[config.mk]
export PLATFORM = sky130hd
export DESIGN_NAME = nfa_size_conv
export DESIGN_NICKNAME = d
export VERILOG_FILES = /design/src/design/nfa_pkg.sv /design/src/design/nfa_size_conv.sv
export SDC_FILE = /design/constraint.sdc
export NUM_CORES = 1
export LEC_CHECK = 0
export BUFFER_PORTS_ARGS = -buffer_cell sky130_fd_sc_hd__buf_2
export CORE_MARGIN = 2
export CORE_UTILIZATION = 52
export CTS_CLUSTER_SIZE = 10
export DETAILED_ROUTE_END_ITERATION = 8
export PLACE_DENSITY = 0.82
export SYNTH_ARGS = -nofsm -noshare
export SYNTH_HDL_FRONTEND = slang
export SYNTH_SLANG_ARGS = --single-unit
[constraint.sdc]
create_clock -name clock -period 3.2 [get_ports clock]
set_clock_uncertainty 0.15 [all_clocks]
set_input_delay 0.48 -clock clock [delete_from_list [all_inputs] [get_ports clock]]
set_output_delay 0.48 -clock clock [all_outputs]
set_load 0.05 [all_outputs]
[src/design/nfa_pkg.sv]
// ----------------------------------------------------------------------------
// nfa_pkg
// Shared constants and types of the next-fit arena allocator.
// ----------------------------------------------------------------------------
package nfa_pkg;

   localparam int DEFAULT_ARENA_WORDS = 1024;
   localparam int DEFAULT_WORD_BYTES  = 4;

   localparam int SIZE_W      = 16;
   localparam int ADDR_W      = 10;
   localparam int NEED_W      = 17;
   localparam int RECIP_SHIFT = 20;
   localparam int REQ_DATA_W  = 32;
   localparam int RSP_DATA_W  = 16;

   localparam logic KIND_FREE   = 1'b1;
   localparam logic STATUS_DONE = 1'b0;
   localparam logic STATUS_FAIL = 1'b1;

   typedef enum logic [2:0] {
      ST_CLEAR,
      ST_IDLE,
      ST_FREE,
      ST_NEED,
      ST_HDR,
      ST_MERGE,
      ST_TAKE,
      ST_RESP
   } state_type;

endpackage

[src/design/nfa_size_conv.sv]
// ----------------------------------------------------------------------------
// nfa_size_conv
// Byte count to block words (data words rounded up plus one header word).
// Division by the word size is a reciprocal multiply, two register stages.
// ----------------------------------------------------------------------------
module nfa_size_conv #(
   parameter int WORD_BYTES = nfa_pkg::DEFAULT_WORD_BYTES
) (
   input  logic                      clock,
   input  logic                      load,
   input  logic [nfa_pkg::SIZE_W-1:0] size_bytes,
   output logic [nfa_pkg::NEED_W-1:0] need
);
   import nfa_pkg::*;

   localparam int RECIP_MUL = (2 ** RECIP_SHIFT + WORD_BYTES - 1) / WORD_BYTES;
   localparam int MUL_W     = RECIP_SHIFT + 1;
   localparam int PROD_W    = NEED_W + MUL_W;

   logic [NEED_W-1:0] sum_ff, sum_in;
   logic [NEED_W-1:0] need_ff, need_in;
   logic [PROD_W-1:0] prod;

   always_comb begin
      sum_in  = NEED_W'(size_bytes) + NEED_W'(2 * WORD_BYTES - 1);
      prod    = PROD_W'(sum_ff) * PROD_W'(MUL_W'(RECIP_MUL));
      need_in = prod[RECIP_SHIFT +: NEED_W];
   end

   always_ff @(posedge clock) begin
      if (load) begin
         sum_ff <= sum_in;
      end
      need_ff <= need_in;
   end

   assign need = need_ff;

endmodule

**Word level (Yosys, flattened, before mapping)**

Cells that the tools add are included.

- Register bits: 32
- Bits of input ports: 18
- Output and inout port bits: 17
- Logic and storage cells: 3

- Add/sub/neg operators: 1

Operators by type and width:

| kind | count |
|---|---|
| adder 16 x 3 -> 17 bit, second input constant | 1 |

**Longest topological paths before layout**

Gate-level depths: netlist of run 1.

- Word-level depth: 1
- Depth in mapped cells: 3
- Mapped depth without buffers: 3

**Worst setup path after synthesis of run 1**

Ideal clock, no wire load.

- Kind: input port to flip-flop
- Start point: input port size_bytes[2] in the netlist's numbering
- End point: register sum_ff[9], data pin
- Library setup time: 0.266 ns
- Arrival: 1.173 ns
- Data required time: 2.784 ns
- Slack: 1.612 ns
- Stages on the path: 3
- Path buffers: 0
- Cell sequence: o31ai_2 > nor3_1 > xor2_1

- Cells in the longest elaborated chain, start to end: 1

RTL lines:

| element | line | RTL |
|---|---|---|
| start, declared | nfa_size_conv.sv:11 | `input logic [nfa_pkg::SIZE_W-1:0] size_bytes,` |
| adder 16 x 3 -> 17 bit | nfa_size_conv.sv:25 | `sum_in = NEED_W'(size_bytes) + NEED_W'(2 * WORD_BYTES - 1);` |
| named net sum_in[9] | nfa_size_conv.sv:20 | `logic [NEED_W-1:0] sum_ff, sum_in;` |
| end signal, assigned | nfa_size_conv.sv:32 | `sum_ff <= sum_in;` |
| end, declared | nfa_size_conv.sv:20 |  |

The timed path passes the listed nets, and every way through them passes these cells.
A chain may end at the register's enable or synchronous reset.

**Worst setup path after layout of run 1**

Ends and elaborated chain as after synthesis.

==> flow_summary.toml, run 1 <==
[clock_network]
cts_tree = "yes"
cts_buffer_depth = 2
cts.sinks = 30
htreeDepth = 2
cts_setup_buffers = 0
ctsHoldBuffers = 0
clk_latency_ps = 320
cts-root-buf = "clkbuf_4"
cts_buffers = 5
cts_resized = 0
clk_pin_slew_ps = 80

[worst_setup_path]
crit_arrival_ps = 1420
required_ps = 3110
cp_max_fo = 6
path_class = "in2reg"
r2r_slack_ps = 2490
cp-end-kind = "flop"
startpoint_type = "input pin"
cpMaxStageDelayCell = "o31ai_2"
path_cells = "buf_2 -> o31ai_2 -> nor3_1 -> xor2_1"
slowest_delay_ps = 500

[power]
internal_power_mw = 0.576
ir_worst_vdd_mv = 0.272
comb_power_share_pct = 15.8
p_seq_share_pct = 56.1
p_sw_mw = 0.219
p_sw_share_pct = 27.5
finalPower_mw = 0.795
power.density_nw_per_um2 = 605
p_clk_share_pct = 28.1
p_leak_nw = 0.536

[layout]
drive_gt1_share_pct = 39.3
syn2layout_area_growth_pct = 22.5
nets = 129
final_cell_area_sq_um = 1310
finalNonFillerCells = 139
diodes = 0

[drt]
wirelength_met1_um = 652
drt_iter0_markers = 19
dr.max_layer_used = "met4"
routedWlPerCell_um = 12.0
drc_errors = 0
viasPerCell = 4.79
wl_met3_um = 146
vias = 666
wl_met2_um = 838
first_pass_iters = 4
finalWirelength_mm = 1.67
ant_nets = 0

[synth]
synth_cells = 73
synthAdderAreaFrac_pct = 0
syn_area_sq_um = 1070
seq_area_frac_synth_pct = 70.0
synth-xor-area-share_pct = 10.6
yosysTopAreaCell = "edfxtp_1"
synth.area.top_cells = "edfxtp_1, dfxtp_1, xor2_1, xnor2_1, nor4_2"
synth.distinct_cells = 18
synth_simple_gate_area_share_pct = 12.1
synthTopCellsByCount = "dfxtp_1, edfxtp_1, xor2_1, xnor2_1, nor3_1"
synth-seq-cells = 30
syn_area_per_cell_sq_um = 14.7
synth_flop_cell = "edfxtp_1"
synth-compound-area-share_pct = 4.08
synth_top_area_share_pct = 42.0
synth_top_family_by_area = "simple AND/OR/NAND/NOR gates"
synth.area.mux_share_pct = 0
ys_warn_count = 0
postSynth.asyncResetShare_pct = 0
synth_edf_count = 15

[floorplanning]
chipWidth_um = 49.4
initial_core_util_pct = 54.7
io_pins = 35
num_rows = 16
coreArea_sq_um = 1960
die_area_sq_um = 2440
fp.dieH_um = 49.4

[sta]
rsz0062_at_grt = "false"
worst_pin_slew_ps = 512
finalHoldViolCount = 0
drv_slew = 0
fmax_mhz = 661
relSlewSlack_pct = 65.7
period_minus_slack_ps = 1510
fin_tns_setup_ps = 0
period_share_pct = 47.3
setup_violations = 0

[place]
dp_hpwl_mm = 1.11
gp_congestion = 0.756
port_buffers = 32
place_inst = 131
placed_area_sq_um = 1250

[status]
status = "finished clean"

[global_route]
grt_max_degree = 16
grt_overflow = 0
grt_pass1_vias = 649
antenna_found_initial = 0
track_usage_pct = 16.2
grt_pass1_wl_mm = 2.78

[min_path]
hold_class = "reg2reg"

[run]
max_cap_violations = 0
## state kept, by name (all words and copies together) (netlist names)
signal / cells
sum_ff: 15
need: 15
## power groups by stage
stage / registers, mW / clock network, mW / logic, mW
6_report: 0.446 / 0.223 / 0.126
5_1_grt: 0.450 / 0.252 / 0.132
4_1_cts: 0.446 / 0.226 / 0.126
3_5_place_dp: 0.454 / 0 / 0.125
3_3_place_gp: 0.453 / 0 / 0.124
2_1_floorplan: 0.513 / 0 / 0.0272
## area by class of cell
type | count | area [sq um]
timing repair buffer | 32 | 160
clock buffer | 8 | 58.8
inverter | 4 | 15.0
multi-input combinational | 38 | 295
tap | 27 | 33.8
sequential | 30 | 751
fill | 164 | 648
## worst paths after layout
check                  startpoint             endpoint  cells past startpoint
min reg2reg   sum_ff[4]$_DFFE_PP_      need[2]$_DFF_P_                      0
max                 size_bytes[2]  sum_ff[9]$_DFFE_PP_                      4
max reg2reg  sum_ff[12]$_DFFE_PP_     need[10]$_DFF_P_                      0
min           sum_ff[4]$_DFFE_PP_      need[2]$_DFF_P_                      0
## cell usage in the layout (no fill, tap or decap), drive strengths merged
cell / count
nor3: 5
clkbuf: 8
nand3: 3
xnor2: 6
nor4: 5
edfxtp: 15
inv: 4
xor2: 7
nand2b: 1
conb: 2
nor2: 2
o21ai: 1
dfxtp: 15
o311ai: 1
nand2: 2
nand4: 2
o31ai: 1
buf: 32
## critical path, delay by kind of cell
family	cells	cell delay, ps
AND/OR/NAND/NOR	1	140
XOR/XNOR	1	170
buffers and inverters	1	130
AO/OA/AOI/OAI	1	500
## cell families (layout without fill, tap and decap cells)
family	count (synthesis)	after routing
xor gates and xnor gates	13	13
and+or+nand+nor	20	20
DFF	30	30
AOI/OAI and AO/OA	3	3
buffers and inverters	6	44
other	1	2
## metrics by stage
stage	worst slack (ps)	utilization [%]	hold slack, ps
6_report	1690	67.0	193
5_1_grt	1630	67.0	199
4_1_cts	1670	67.0	190
3_5_place_dp	1340	64.0	177
3_3_place_gp	1410	64.0	175
2_1_floorplan	1610	-	173
## metal layers
metal / up-vias / track usage (%)
li1: 330 / -
met1: 298 / 17.4
met2: 34 / 24.8
met3: 4 / 5.52
met4: 0 / 14.8
met5: - / 0
No activity file was read; power rests on OpenSTA's default activity.
==> inputs of run 2 (changes only) <==
Settings changed: CORE_UTILIZATION 52 to 48, PLACE_DENSITY 0.82 to 0.76.
Clock period 3.2 ns to 1.5 ns, I/O delays scaled along.
==> run 2 against run 1 <==
Effect of this change: combinational power rose by 110%; sequential share of layout area fell by 0.38 points; worst hold slack got worse by 120 ps; die area up 7.6%; core utilization down 6.0 points; worst setup slack got worse by 1400 ps; flip-flop and latch count is the same; wire length fell by 14%; sequential power increased by 110%; register-to-register slack got worse by 1600 ps; global-route usage down 3.2 points; highest routed layer unchanged.
==> flow_summary.toml, run 2 (synthesized netlist as in run 1, its figures left out) <==
[global_route]
grt_max_degree = 16
antenna_found_initial = 0
grt_pass1_vias = 563
grt_overflow = 0
track_usage_pct = 13.0
grt_pass1_wl_mm = 2.29

[clock_network]
cts_setup_buffers = 0
cts_buffer_depth = 2
ctsHoldBuffers = 0
clk_pin_slew_ps = 80
cts_buffers = 5
cts_resized = 0
cts_tree = "yes"
cts.sinks = 30
cts-root-buf = "clkbuf_4"
clk_latency_ps = 320
htreeDepth = 2

[worst_setup_path]
crit_buf_inv = 1
critPathTopFamily = "flip-flops"
cpMaxStageDelayCell = "dfxtp_1"
cp_max_fo = 1
path_class = "reg2out"
path_cells = "buf_2"
startpoint_type = "flop"
required_ps = 1120
reg2reg_from = "sum_ff[7]$_DFFE_PP_"
slowest_delay_ps = 310
cp-end-kind = "primary output"
crit_arrival_ps = 880
worstSetupStartpoint = "need[6]$_DFF_P_"

[layout]
finalNonFillerCells = 141
final_cell_mix = "buf_2, dfxtp_1, edfxtp_1"
syn2layout_area_growth_pct = 23.3
nets = 130
mostFrequentLayoutCell = "buf_2"
drive_gt1_share_pct = 39.8
diodes = 0

[drt]
vias = 625
drc_errors = 0
routedWlPerCell_um = 10.2
viasPerCell = 4.43
ant_nets = 0
finalWirelength_mm = 1.43
first_pass_iters = 4
drt_iter0_markers = 10

[floorplanning]
initial_core_util_pct = 49.4
num_rows = 17
fp.dieH_um = 51.3
io_pins = 35
die_area_sq_um = 2630
coreArea_sq_um = 2170
chipWidth_um = 51.3

[sta]
finalHoldViolCount = 0
drv_slew = 0
hold_ws_ps = 77.1
period_share_pct = 83.6
period_minus_slack_ps = 1250
setup_violations = 0
fmax_mhz = 797
rsz0062_at_grt = "false"

[place]
port_buffers = 32
gp_congestion = 0.770
place_inst = 133
dp_hpwl_mm = 1.07

[run]
max_cap_violations = 0

[min_path]
hp-start = "size_bytes[11]"
hold_class = "in2reg"

[power]
ir_worst_vdd_mv = 0.594
power.density_nw_per_um2 = 1280
p_leak_nw = 0.540
finalPower_mw = 1.69

[status]
status = "finished clean"
==> run 2: worst paths after layout <==
path,endpoint,slack [ps],depth (start not counted)
worst max-delay path,need[6],250,1
worst min register to register,need[1]$_DFF_P_,190,0
worst min-delay path,sum_ff[11]$_DFFE_PP_,80,2
worst max register to register,need[5]$_DFF_P_,860,0
==> run 2: report_power, final <==
group          total (mW)  internal [mW]  leakage (nW)  switching (mW)
Clock               0.472          0.231        0.0326           0.242
Sequential          0.947          0.935         0.273          0.0121
Combinational       0.270         0.0639         0.235           0.206
==> run 2: layout make-up <==
cell class / count / area (sq um)
Multi-Input combinational cell: 38 / 295
Clock buffer: 8 / 58.8
Timing Repair Buffer: 33 / 168
Fill cell: 180 / 847
Inverter: 4 / 15.0
Sequential cell: 30 / 751
Tap cell: 28 / 35.0
==> run 2: stage by stage <==
stage	setup WS (ps)	TNS [ps]	cell area, sq um	util, %
final	246	0	1320	61.0
after global routing	177	0	1320	61.0
after CTS	230	0	1320	61.0
after detailed placement	-38.2	-123	1260	58.2
after global placement	5.59	0	1260	58.2
after floorplan	167	0	1080	-
==> run 2: metal layers <==
layer | global-route usage, % | wire, um | vias up
met5 | 0 | 0 | -
li1 | - | - | 332
met2 | 20.1 | 703 | 23
met3 | 8.77 | 115 | 5
met1 | 12.0 | 581 | 265
met4 | 9.21 | 33 | 0
