==> src/design/nfa_pkg.sv <==
// ----------------------------------------------------------------------------
// nfa_pkg
// Shared constants and types of the next-fit arena allocator.
// ----------------------------------------------------------------------------
package nfa_pkg;

   localparam int DEFAULT_ARENA_WORDS = 1024;
   localparam int DEFAULT_WORD_BYTES  = 4;

   localparam int SIZE_W      = 16;
   localparam int ADDR_W      = 10;
   localparam int NEED_W      = 17;
   localparam int RECIP_SHIFT = 20;
   localparam int REQ_DATA_W  = 32;
   localparam int RSP_DATA_W  = 16;

   localparam logic KIND_FREE   = 1'b1;
   localparam logic STATUS_DONE = 1'b0;
   localparam logic STATUS_FAIL = 1'b1;

   typedef enum logic [2:0] {
      ST_CLEAR,
      ST_IDLE,
      ST_FREE,
      ST_NEED,
      ST_HDR,
      ST_MERGE,
      ST_TAKE,
      ST_RESP
   } state_type;

endpackage

==> src/design/nfa_ctrl.sv <==
// ----------------------------------------------------------------------------
// nfa_ctrl
// Request sequencer: clearing sweep, free, header walk with merging, split,
// and the result register.
// ----------------------------------------------------------------------------
module nfa_ctrl #(
   parameter int ARENA_WORDS = nfa_pkg::DEFAULT_ARENA_WORDS,
   parameter int AW          = $clog2(ARENA_WORDS)
) (
   input  logic                       clock,
   input  logic                       reset,
   input  logic                       req_tvalid,
   output logic                       req_tready,
   input  logic                       req_kind,
   input  logic [nfa_pkg::ADDR_W-1:0] req_addr,
   input  logic [nfa_pkg::NEED_W-1:0] need,
   output logic                       size_load,
   output logic                       wr_en,
   output logic [AW-1:0]              wr_addr,
   output logic [AW:0]                wr_data,
   output logic [AW-1:0]              rd_addr,
   input  logic [AW:0]                rd_data,
   output logic                       rsp_tvalid,
   input  logic                       rsp_tready,
   output logic [nfa_pkg::ADDR_W-1:0] rsp_addr,
   output logic                       rsp_status
);
   import nfa_pkg::*;

   localparam int SUM_W = ((AW > NEED_W) ? AW : NEED_W) + 1;
   localparam int PW    = ((AW + 1) > ADDR_W) ? (AW + 1) : ADDR_W;
   localparam logic [AW-1:0]    TOP     = AW'(ARENA_WORDS - 1);
   localparam logic [SUM_W-1:0] ARENA_S = SUM_W'(ARENA_WORDS);

   state_type state_ff, state_in;
   logic [AW-1:0]     clr_ff, clr_in;
   logic [AW-1:0]     p_ff, p_in;
   logic [AW-1:0]     q_ff, q_in;
   logic [AW-1:0]     sp_ff, sp_in;
   logic              laps_ff, laps_in;
   logic [ADDR_W-1:0] res_addr_ff, res_addr_in;
   logic              res_status_ff, res_status_in;
   logic              rsp_valid_ff, rsp_valid_in;
   logic [ADDR_W-1:0] rsp_addr_ff, rsp_addr_in;
   logic              rsp_status_ff, rsp_status_in;

   logic              rd_busy;
   logic [AW-1:0]     rd_next;
   logic [AW-1:0]     eval_q;
   logic [SUM_W-1:0]  rest_s;
   logic [AW-1:0]     rest;
   logic              fits;
   logic              adv_fwd;
   logic              adv_wrap;
   logic              merge_go;
   logic [PW-1:0]     data_word;
   logic              free_ok;

   function automatic logic [SUM_W-1:0] ext(input logic [AW-1:0] v);
      return SUM_W'(v);
   endfunction

   function automatic logic [AW:0] reset_entry(input logic [AW-1:0] i);
      logic [AW:0] e;
      e = '0;
      if (i == '0) begin
         e = {1'b1, AW'(1)};
      end else if (i == AW'(1)) begin
         e = {1'b0, TOP};
      end else if (i == TOP) begin
         e = {1'b1, AW'(0)};
      end
      return e;
   endfunction

   always_comb begin
      rd_busy   = rd_data[AW];
      rd_next   = rd_data[AW-1:0];
      eval_q    = (state_ff == ST_MERGE) ? q_ff : rd_next;
      rest_s    = ext(p_ff) + SUM_W'(need);
      rest      = rest_s[AW-1:0];
      fits      = (eval_q > p_ff) && (ext(eval_q) < ARENA_S) && (ext(eval_q) >= rest_s);
      adv_fwd   = (ext(eval_q) < ARENA_S) && (eval_q > p_ff);
      adv_wrap  = (ext(eval_q) < ARENA_S) && (p_ff == TOP) && (eval_q == '0) && !laps_ff;
      merge_go  = !rd_busy && (rd_next > q_ff) && (ext(rd_next) < ARENA_S);
      data_word = PW'(p_ff) + PW'(1);
      free_ok   = (req_addr != '0) && (SUM_W'(req_addr) < ARENA_S);
   end

   always_comb begin
      state_in      = state_ff;
      clr_in        = clr_ff;
      p_in          = p_ff;
      q_in          = q_ff;
      sp_in         = sp_ff;
      laps_in       = laps_ff;
      res_addr_in   = res_addr_ff;
      res_status_in = res_status_ff;
      rsp_valid_in  = rsp_valid_ff && !rsp_tready;
      rsp_addr_in   = rsp_addr_ff;
      rsp_status_in = rsp_status_ff;
      req_tready    = 1'b0;
      size_load     = 1'b0;
      wr_en         = 1'b0;
      wr_addr       = p_ff;
      wr_data       = '0;
      rd_addr       = p_ff;

      case (state_ff)
         ST_CLEAR: begin
            wr_en   = 1'b1;
            wr_addr = clr_ff;
            wr_data = reset_entry(clr_ff);
            clr_in  = clr_ff + AW'(1);
            if (clr_ff == TOP) begin
               state_in = ST_IDLE;
            end
         end
         ST_IDLE: begin
            req_tready = 1'b1;
            if (req_tvalid) begin
               if (req_kind == KIND_FREE) begin
                  res_addr_in   = '0;
                  res_status_in = STATUS_DONE;
                  if (free_ok) begin
                     p_in     = AW'(req_addr - ADDR_W'(1));
                     rd_addr  = AW'(req_addr - ADDR_W'(1));
                     state_in = ST_FREE;
                  end else begin
                     state_in = ST_RESP;
                  end
               end else begin
                  size_load = 1'b1;
                  state_in  = ST_NEED;
               end
            end
         end
         ST_FREE: begin
            wr_en    = 1'b1;
            wr_addr  = p_ff;
            wr_data  = {1'b0, rd_next};
            sp_in    = p_ff;
            state_in = ST_RESP;
         end
         ST_NEED: begin
            rd_addr  = sp_ff;
            p_in     = sp_ff;
            laps_in  = 1'b0;
            state_in = ST_HDR;
         end
         ST_HDR, ST_MERGE: begin
            if (state_ff == ST_HDR && !rd_busy && (rd_next > p_ff) &&
                (ext(rd_next) < ARENA_S)) begin
               q_in     = rd_next;
               rd_addr  = rd_next;
               state_in = ST_MERGE;
            end else if (state_ff == ST_MERGE && merge_go) begin
               // absorb the free neighbor, then look at the one after it
               wr_en   = 1'b1;
               wr_addr = p_ff;
               wr_data = {1'b0, rd_next};
               q_in    = rd_next;
               rd_addr = rd_next;
            end else if (state_ff == ST_MERGE && fits) begin
               if (eval_q > rest) begin
                  wr_en   = 1'b1;
                  wr_addr = rest;
                  wr_data = {1'b0, eval_q};
               end
               sp_in         = rest;
               res_addr_in   = data_word[ADDR_W-1:0];
               res_status_in = STATUS_DONE;
               state_in      = ST_TAKE;
            end else if (adv_fwd || adv_wrap) begin
               p_in     = eval_q;
               rd_addr  = eval_q;
               laps_in  = laps_ff | adv_wrap;
               state_in = ST_HDR;
            end else begin
               res_addr_in   = '0;
               res_status_in = STATUS_FAIL;
               state_in      = ST_RESP;
            end
         end
         ST_TAKE: begin
            wr_en    = 1'b1;
            wr_addr  = p_ff;
            wr_data  = {1'b1, sp_ff};
            state_in = ST_RESP;
         end
         ST_RESP: begin
            if (!rsp_valid_ff || rsp_tready) begin
               rsp_valid_in  = 1'b1;
               rsp_addr_in   = res_addr_ff;
               rsp_status_in = res_status_ff;
               state_in      = ST_IDLE;
            end
         end
         default: begin
            state_in = ST_IDLE;
         end
      endcase
   end

   always_ff @(posedge clock) begin
      if (reset) begin
         state_ff     <= ST_CLEAR;
         clr_ff       <= '0;
         sp_ff        <= '0;
         laps_ff      <= 1'b0;
         rsp_valid_ff <= 1'b0;
      end else begin
         state_ff     <= state_in;
         clr_ff       <= clr_in;
         sp_ff        <= sp_in;
         laps_ff      <= laps_in;
         rsp_valid_ff <= rsp_valid_in;
      end
   end

   always_ff @(posedge clock) begin
      p_ff          <= p_in;
      q_ff          <= q_in;
      res_addr_ff   <= res_addr_in;
      res_status_ff <= res_status_in;
      rsp_addr_ff   <= rsp_addr_in;
      rsp_status_ff <= rsp_status_in;
   end

   assign rsp_tvalid = rsp_valid_ff;
   assign rsp_addr   = rsp_addr_ff;
   assign rsp_status = rsp_status_ff;

endmodule

==> config.mk <==
export PLATFORM = sky130hd
export DESIGN_NAME = nfa_ctrl
export DESIGN_NICKNAME = d
export VERILOG_FILES = /design/src/design/nfa_pkg.sv /design/src/design/nfa_ctrl.sv
export SDC_FILE = /design/constraint.sdc
export NUM_CORES = 1
export LEC_CHECK = 0
export ABC_CLOCK_PERIOD_IN_PS = 10100
export BUFFER_PORTS_ARGS = -buffer_cell sky130_fd_sc_hd__buf_2
export CAP_MARGIN = 5
export CORE_UTILIZATION = 45
export CTS_CLUSTER_SIZE = 28
export DETAILED_ROUTE_END_ITERATION = 6
export SLEW_MARGIN = 40
export SYNTH_ARGS = -nofsm -noshare
export SYNTH_HDL_FRONTEND = slang
export SYNTH_SLANG_ARGS = --single-unit
==> constraint.sdc <==
create_clock -name clock -period 10.1 [get_ports clock]
set_clock_uncertainty 0.2 [all_clocks]
set_input_delay 2.525 -clock clock [delete_from_list [all_inputs] [get_ports clock]]
set_output_delay 2.525 -clock clock [all_outputs]
set_load 0.1 [all_outputs]
Word level (Yosys, flattened, before mapping)
Index checks and enable logic that the tools add are counted.
{ "word_totals": {"word_cells": 147, "input_bits": 43, "reg_bits": 67} }
{ "classes": {"muxes": 71, "n_reduce_logical": 34, "n_bitwise": 1, "magnitude_cmp": 5, "add_sub_neg": 4, "n_eq_ne": 21} }
{ "op_table": {"columns": ["op", "count"], "rows": [
  ["$mux W10", 29],
  ["$pmux W10 S2", 3],
  ["$pmux W10 S3", 2],
  ["$pmux W11 S4", 1],
  ["$gt A10 B10 Y1", 4],
  ["$mux W11", 3],
  ["$mux W3", 7],
  ["$add A10 B1 Y10 const B", 2],
  ["$eq A10 B10 Y1 const B", 2],
  ["$logic_not A10 Y1", 2],
  ["$mux W1", 20],
  ["$add A10 B17 Y18", 1],
  ["$ge A10 B18 Y1", 1],
  ["$ne A2 B2 Y1 const B", 9],
  ["$pmux W3 S6", 1],
  ["$eq A3 B3 Y1 const B", 4],
  ["$eq A10 B1 Y1 const B", 1],
  ["$reduce_bool A10 Y1", 1],
  ["$sub A10 B1 Y10 const B", 1],
  ["$logic_and A1 B1 Y1", 9],
  ["$reduce_and A4 Y1", 2],
  ["$reduce_bool A2 Y1", 4],
  ["$eq A3 B2 Y1 const B", 2],
  ["$ne A3 B3 Y1 const B", 2],
  ["other kinds (14)", 23]
]} }

Longest topological paths before layout
Gate-level depths: netlist (run 1).
{ "depth": {"word_depth": 11, "mapped_depth": 17, "ltp_nobuf": 16} }

Worst setup path before layout (run 1)
OpenSTA, ideal clock, no wires.
{ "synth_path": {"kind": "input to output", "start": "in need[2] in the netlist's numbering", "end": "out rd_addr[9]", "required_ns": 7.375, "stages": 16, "slack_ns": -0.578, "arrival_ns": 7.953, "n_path_buf": 0, "cell_sequence": "ha_1 -> nand3_1 -> or2_2 -> a21boi_0 -> o21ai_0 -> nor3b_1 -> or2_2 -> ha_1 -> and3_1 -> nand3_1 -> a211oi_1 -> o21ai_0 -> o2bb2ai_1 -> a2111oi_2 -> nor4_1 -> a211oi_1"} }
{ "synth_via": {"elab_chain_len": 8} }
{ "synth_rtl": {"columns": ["element", "line_no", "rtl"], "rows": [
  ["from (decl)", "nfa_ctrl.sv:16", "input logic [nfa_pkg::NEED_W-1:0] need,"],
  ["$add A10 B17 Y18", "nfa_ctrl.sv:80", "rest_s = ext(p_ff) + SUM_W'(need);"],
  ["$ge A10 B18 Y1", "nfa_ctrl.sv:82", "fits = (eval_q > p_ff) && (ext(eval_q) < ARENA_S) && (ext(eval_q) >= rest_s);"],
  ["$logic_and A1 B1 Y1", "nfa_ctrl.sv:82", null],
  ["$logic_and A1 B1 Y1", "nfa_ctrl.sv:164", "end else if (state_ff == ST_MERGE && fits) begin"],
  ["$mux W10", "nfa_ctrl.sv:164", null],
  ["$mux W10", "nfa_ctrl.sv:157", "end else if (state_ff == ST_MERGE && merge_go) begin"],
  ["$mux W10", "nfa_ctrl.sv:152", "if (state_ff == ST_HDR && !rd_busy && (rd_next > p_ff) &&"],
  ["$pmux W10 S3", "nfa_ctrl.sv:109", "case (state_ff)"],
  ["to (decl)", "nfa_ctrl.sv:21", "output logic [AW-1:0] rd_addr,"]
]} }
Every way passes these cells.

Final worst setup path (run 1)
{ "layout_path": {"start": "in need[3] in the netlist's numbering", "end": "out rd_addr[9]"} }
Same word-level chain as after synthesis.

==> results of run 1 <==
-- state kept, by name, summed over array words and instances, names as in the netlist --
name           flops
clr_ff            10
p_ff              10
q_ff              10
res_addr_ff       10
rsp_addr          10
sp_ff             10
state_ff           3
laps_ff            1
res_status_ff      1
rsp_status         1
rsp_tvalid         1
-- power breakdown --
part / switching, µW / total, µW / leakage (µW) / internal, µW
sequential: 1.94 / 292 / 0.000599 / 290
combinational: 122 / 175 / 0.00252 / 52.8
clock: 129 / 334 / 0.000160 / 205
-- worst max path at each step --
stage | from | to | slack [ns] | cells after the start
global route | need[4] | rd_addr[7] | 0.14 | 20
global placement | need[2] | wr_data[7] | 0.60 | 19
floorplan | need[2] | wr_addr[1] | -0.33 | 17
detailed placement | need[3] | wr_data[3] | 0.46 | 19
CTS | need[3] | wr_data[3] | 0.46 | 19
finish | need[3] | rd_addr[9] | 0.41 | 19
-- per-layer routing --
metal  share of wire  global-route usage  vias up  routed length, µm
met5               0                   0        -                  0
met4           0.047               0.173        0               1140
met3           0.078              0.0545       64               1920
met2            0.45               0.518      378              11100
met1            0.42               0.418     3429              10300
li1                -                   -     3282                  -
-- cells in the mapped netlist (7+ instances only) --
library cell  instances  area share
nor2b_1              14       0.013
o21a_1                7      0.0079
nand3_1              31       0.023
o311ai_1              9       0.012
mux2i_1              23       0.034
o21ai_0              51       0.038
xor2_1                7      0.0092
o211ai_1             14       0.016
a221oi_1             13       0.017
and3_1                7      0.0066
or2_2                 9      0.0084
xnor2_1              19       0.025
nand4_1              14       0.013
ha_1                 53       0.099
or4_1                 8      0.0090
a31oi_1               8      0.0075
nor4_1               11       0.010
nor2_1              101       0.057
nor3b_1               7      0.0079
nor3_1               24       0.018
a21oi_1              65       0.049
edfxtp_1             42        0.19
nand2_1              60       0.034
a22oi_1               8      0.0090
dfxtp_1              25       0.075
clkbuf_1             41       0.023
inv_1                53       0.030
mux2_4               10       0.022
a211oi_1             10       0.011
-- layout make-up --
type,count,area (µm²)
multi-input combinational,669,4550
sequential,67,1760
fill,1409,6720
tap,184,230
clock inverter,3,23.8
timing repair buffer,119,748
inverter,53,199
clock buffer,13,294
-- cell families (layout without fill, tap and decap cells) --
| logic type | Yosys count | in the layout |
|---|---|---|
| xor+xnor | 26 | 26 |
| compound gates | 239 | 239 |
| mux | 33 | 33 |
| fa+ha+maj | 55 | 55 |
| simple gates | 316 | 316 |
| buf+inv | 106 | 188 |
| flops | 67 | 67 |
-- critical path: cells and delay by family --
family	cells	cell delay (ns)
buffers and inverters	3	0.54
AND/OR/NAND/NOR	7	1.68
adder cells (fa/ha/maj)	2	0.69
AO/OA/AOI/OAI	7	1.52
-- per-stage QoR --
step                setup TNS [ns]  hold WS, ns  total power [µW]   util
floorplan                    -2.93        0.200               416      -
detailed placement               0        0.205               470  0.515
global placement                 0        0.204               466  0.515
global route                     0        0.226               827  0.537
finish                           0        0.215               801  0.537
CTS                              0        0.215               802  0.537
==> flow_metrics.py, run 1 <==
metrics = {
    "outcome": {
        "status": "finished with violations",
        "failed_checks": "DRC",
    },
    "clock_network": {
        "cts_buffers": 9,
        "ctsHtreeMaxLevel": 3,
        "path_clk_slew_ns": 0.05,
        "post_cts_resized": 0,
        "clock-sinks": 67,
        "clockBufferDepth": 2,
        "cts_root_buffer": "clkbuf_16",
        "insertion_delay_ns": 0.35,
        "cts_hold_buf": 0,
        "cts_tree": "done",
        "post_cts_buffers": 0,
    },
    "timing": {
        "tightest_slew_ns": 0.805,
        "grt_setup_unrepaired": "no",
        "setup_ws_ns": 0.413,
        "setup_viol": 0,
        "period_needed_ns": 9.69,
        "relSlewSlack": 0.460,
        "fin_crit_sh": 0.959,
        "finalHoldViolCount": 0,
        "fmax_mhz": 103,
        "maxSlewViolCount": 0,
    },
    "drt": {
        "totalWireLength_mm": 24.5,
        "firstDrtPassIters": 7,
        "num_vias": 7153,
        "avgRoutedWirePerCell_um": 22.1,
        "drc": 4,
        "ant_nets": 0,
        "drtIter0Drc": 699,
        "viasPerCell": 6.46,
    },
    "yosys": {
        "synthArstFlopShare": 0,
        "syn_inst": 842,
        "synth-simple-area-share": 0.237,
        "ys_ff_latch": 67,
        "ys_seq_area_frac": 0.264,
        "synth_top_family_by_area": "compound AO/OA/AOI/OAI gates",
        "synth_fa_ha_area_frac": 0.104,
        "synth_fp_nets": 939,
        "synthesis.area_um2": 6680,
        "synth.distinct_cells": 76,
        "synth-xor-area-share": 0.0341,
        "synth_edf_count": 42,
        "ys.flop_type": "edfxtp_1",
        "synth_compound_area_frac": 0.242,
        "yosysWarningCount": 0,
        "synth_mux_area_frac": 0.0569,
        "avgSynthCellArea_um2": 7.93,
    },
    "setup_path": {
        "reg2reg_depth": 19,
        "required_ns": 7.38,
        "crit_type": "in2out",
        "start_kind": "primary input",
        "r2r_setup_slack_ns": 4.43,
        "cp.arrival_ns": 6.96,
        "r2r_end": "res_addr_ff[9]",
        "r2r_start": "p_ff[4]",
        "endpoint_kind": "output pin",
        "critical_path.cell_chain": "buf_2 -> ha_1 -> nand3_1 -> or2_2 -> a21boi_0 -> o21ai_0 -> nor3b_1 -> or2_2 -> ha_1 -> and3_1 -> nand3_1 -> a211oi_1 -> o32ai_1 -> o2bb2ai_1 -> a2111oi_4 -> buf_4 -> or3_1 -> a211oi_2 -> buf_12",
        "path_max_fanout": 14,
        "cp_slowest_cell": "or3_1",
        "slowest_delay_ns": 0.51,
    },
    "run": {
        "cap_viol_max_count": 0,
    },
    "pwr": {
        "p_leak_uw": 0.00328,
        "p_per_area_nw_per_um2": 103,
        "peakVddDrop_v": 0.0000717,
    },
    "floorplan": {
        "boundaryPins": 89,
        "dieArea_um2": 15300,
        "die_y_um": 124,
        "die_w_um": 124,
        "num_rows": 44,
        "initial_core_util": 0.460,
        "core_um2": 14500,
    },
    "global_routing": {
        "grt_pass1_wl_mm": 36.6,
        "gr-total-overflow": 0,
        "grt_pass1_vias": 6493,
        "grt_use_total": 0.325,
        "grt_max_degree": 45,
        "grt_antenna_before_repair": 0,
    },
    "placement": {
        "gp_congestion": 0.933,
        "placed_cells": 1092,
        "io_buffers": 88,
        "preCtsSetupSlack_ns": 0.463,
        "dp_hpwl_mm": 18.4,
        "postPlaceCellArea_um2": 7480,
    },
    "cells_and_area": {
        "final_common_cell": "nor2_1",
        "fin_cells": 1108,
        "insertedDiodeCount": 0,
        "nets": 1016,
        "mostFrequentLayoutCells": "nor2_1 (98), buf_2 (83), a21oi_1 (60), nand2_1 (60)",
        "syn2layout_area_growth_pct": 16.9,
        "drive_gt1_frac": 0.193,
        "post-route-cell-area_um2": 7810,
    },
    "worst_hold_path": {
        "min_from": "res_addr_ff[3]",
        "hold_path_end": "rsp_addr[3]",
        "hold_class": "reg2reg",
        "hold_path_depth": 0,
    },
}
Note: power is estimated with default switching activity, not from simulation.
==> run 2: changes to the inputs <==
Settings changed: ABC_AREA set to 1.
==> run 2 against run 1 <==
  * The flow now finishes without violations
  * Global-route usage fell by 1.2 points
  * Synthesized cell count increased by 18%
  * Via count decreased by 1.9%
  * Combinational power decreased by 7%
  * Sequential power hardly changed
  * Synthesized area shrank 3.1%
  * Critical path depth grew 4
  * Core utilization down 0.81 points
  * Fmax grew 5.2%
  * Critical path type unchanged
  * Largest cell class unchanged
==> flow_metrics.py, run 2 <==
metrics = {
    "clock_network": {
        "post_cts_buffers": 0,
        "post_cts_resized": 0,
        "insertion_delay_ns": 0.34,
        "clockBufferDepth": 2,
        "ctsHtreeMaxLevel": 3,
        "cts_hold_buf": 0,
        "clock-sinks": 67,
        "path_clk_slew_ns": 0.06,
        "cts_tree": "done",
        "cts_root_buffer": "clkbuf_16",
        "cts_buffers": 9,
    },
    "cells_and_area": {
        "insertedDiodeCount": 0,
        "nFillCells": 1461,
        "nets": 1169,
        "multi_input_area_um2": 4020,
        "syn2layout_area_growth_pct": 13.9,
        "mostFrequentLayoutCells": "nand2_1 (266), inv_1 (152), buf_2 (88), nor2_1 (82), nand3_1 (75)",
        "layout.area.seq_um2": 1760,
        "drive_gt1_frac": 0.124,
        "final_common_cell": "nand2_1",
        "final_util": 0.529,
    },
    "yosys": {
        "synthArstFlopShare": 0,
        "synth_edf_count": 42,
        "synthTopCellsByCount": "nand2_1 (266), inv_1 (152), nor2_1 (88)",
        "synth.distinct_cells": 51,
        "synth_area_leaders": "edfxtp_1 (19%), nand2_1 (15%), ha_1 (10%)",
        "synthesis.area_um2": 6480,
        "yosysTopAreaCell": "edfxtp_1",
        "synth_most_common_cell": "nand2_1",
        "avgSynthCellArea_um2": 6.52,
        "yosysWarningCount": 0,
        "synth_top_area_frac": 0.195,
        "syn_inst": 994,
        "ys_seq_area_frac": 0.272,
        "ys_ff_latch": 67,
        "ys.flop_type": "edfxtp_1",
        "synth_fp_nets": 1091,
    },
    "floorplan": {
        "initial_core_util": 0.465,
        "dieArea_um2": 14900,
        "boundaryPins": 89,
        "core_um2": 13900,
        "die_w_um": 122,
        "num_rows": 43,
        "die_y_um": 122,
    },
    "setup_path": {
        "critical_path.cell_chain": "buf_2 -> ha_1 -> nand2_1 -> nand3_1 -> nand2_1 -> nand2_1 -> xor2_1 -> inv_1 -> ha_1 -> nand2_1 -> nor2_1 -> o21ai_0 -> o211a_1 -> o21ai_0 -> nand3_1 -> nand3_1 -> nand3_1 -> inv_1 -> nand2_1 -> nand3_1 -> nand2_1 -> nand3b_1 -> buf_2",
        "endpoint_kind": "output pin",
        "slowest_delay_ns": 0.43,
        "cp.arrival_ns": 6.48,
        "required_ns": 7.38,
        "path_max_fanout": 13,
        "start_kind": "primary input",
        "crit_type": "in2out",
        "cp_slowest_cell": "nand3_1",
        "critical_path.most_common_cell": "nand2_1",
    },
    "global_routing": {
        "grt_antenna_before_repair": 0,
        "grt_pass1_vias": 6094,
        "grt_max_degree": 36,
        "grt_pass1_wl_mm": 34.4,
        "grt_use_total": 0.313,
        "gr-total-overflow": 0,
    },
    "pwr": {
        "p_per_area_nw_per_um2": 106,
        "peakVddDrop_v": 0.0000869,
        "p_leak_uw": 0.00366,
    },
    "timing": {
        "tns_ns": 0,
        "relSlewSlack": 0.417,
        "maxSlewViolCount": 0,
        "fin_crit_sh": 0.911,
        "setup_viol": 0,
        "finalHoldViolCount": 0,
        "grt_setup_unrepaired": "no",
        "hold_slack_ns": 0.219,
        "tightest_slew_ns": 0.871,
        "period_needed_ns": 9.21,
        "fmax_mhz": 109,
    },
    "drt": {
        "totalWireLength_mm": 22.9,
        "ant_nets": 0,
        "drtIter0Drc": 670,
        "viasPerCell": 5.58,
        "num_vias": 7015,
        "avgRoutedWirePerCell_um": 18.2,
        "drc": 0,
        "firstDrtPassIters": 7,
    },
    "placement": {
        "gp_congestion": 0.951,
        "dp_hpwl_mm": 17.7,
        "io_buffers": 88,
    },
    "outcome": {
        "status": "completed",
    },
    "run": {
        "cap_viol_max_count": 0,
    },
    "worst_hold_path": {
        "hold_class": "reg2reg",
    },
}
[run 2: kinds of logic (layout without fill, tap and decap cells)]
family          count (synthesis)  after routing  synth area share
flops                          67             67             0.272
buf+inv                       184            267             0.112
xor+xnor                       17             17            0.0230
fa+ha+maj                      54             54             0.105
simple gates                  485            485             0.321
compound gates                187            187             0.167
[run 2: cell type report]
cell class              instances  share of cell area
clock buffers                   9              0.0305
clock inverters                 7              0.0109
inverters                     159              0.0809
multi-input cells             743               0.545
flip-flops and latches         67               0.239
well taps                     180              0.0305
repair buffers                 92              0.0638
[run 2: per-stage QoR]
| stage | total power [µW] | instances | setup WS, ns | area (µm²) |
|---|---|---|---|---|
| floorplan | 412 | 994 | 0.373 | 6480 |
| global placement | 457 | 1241 | 0.946 | 7040 |
| detailed placement | 457 | 1241 | 0.968 | 7060 |
| CTS | 784 | 1257 | 0.957 | 7360 |
| global route | 809 | 1257 | 0.499 | 7380 |
| finish | 784 | 1257 | 0.894 | 7380 |
[run 2: metal layers]
layer  track usage  share of wire
met4         0.117          0.035
met5        0.0174              0
met1         0.438           0.43
met3        0.0618           0.11
met2         0.469           0.42
[run 2: worst max-delay path: cells and delay by family]
kind                     cells  cell delay (ns)
XOR/XNOR                     1             0.34
buffers and inverters        4             0.83
adder cells (fa/ha/maj)      2             0.67
AO/OA/AOI/OAI                3             0.37
AND/OR/NAND/NOR             13             1.74
[run 2: path summary, 6_finish.rpt]
check | startpoint | to | slack (ns) | cells after the start
min | res_addr_ff[5] | rsp_addr[5] | 0.22 | 0
min reg2reg | res_addr_ff[5] | rsp_addr[5] | 0.22 | 0
max | need[2] | rd_addr[9] | 0.89 | 23
max reg2reg | state_ff[2] | res_addr_ff[7] | 4.86 | 20
[run 2: power breakdown]
group / internal (µW) / switching, µW / leakage, µW
clock network: 195 / 136 / 0.000143
registers: 290 / 0.749 / 0.000601
logic: 43.9 / 119 / 0.00291
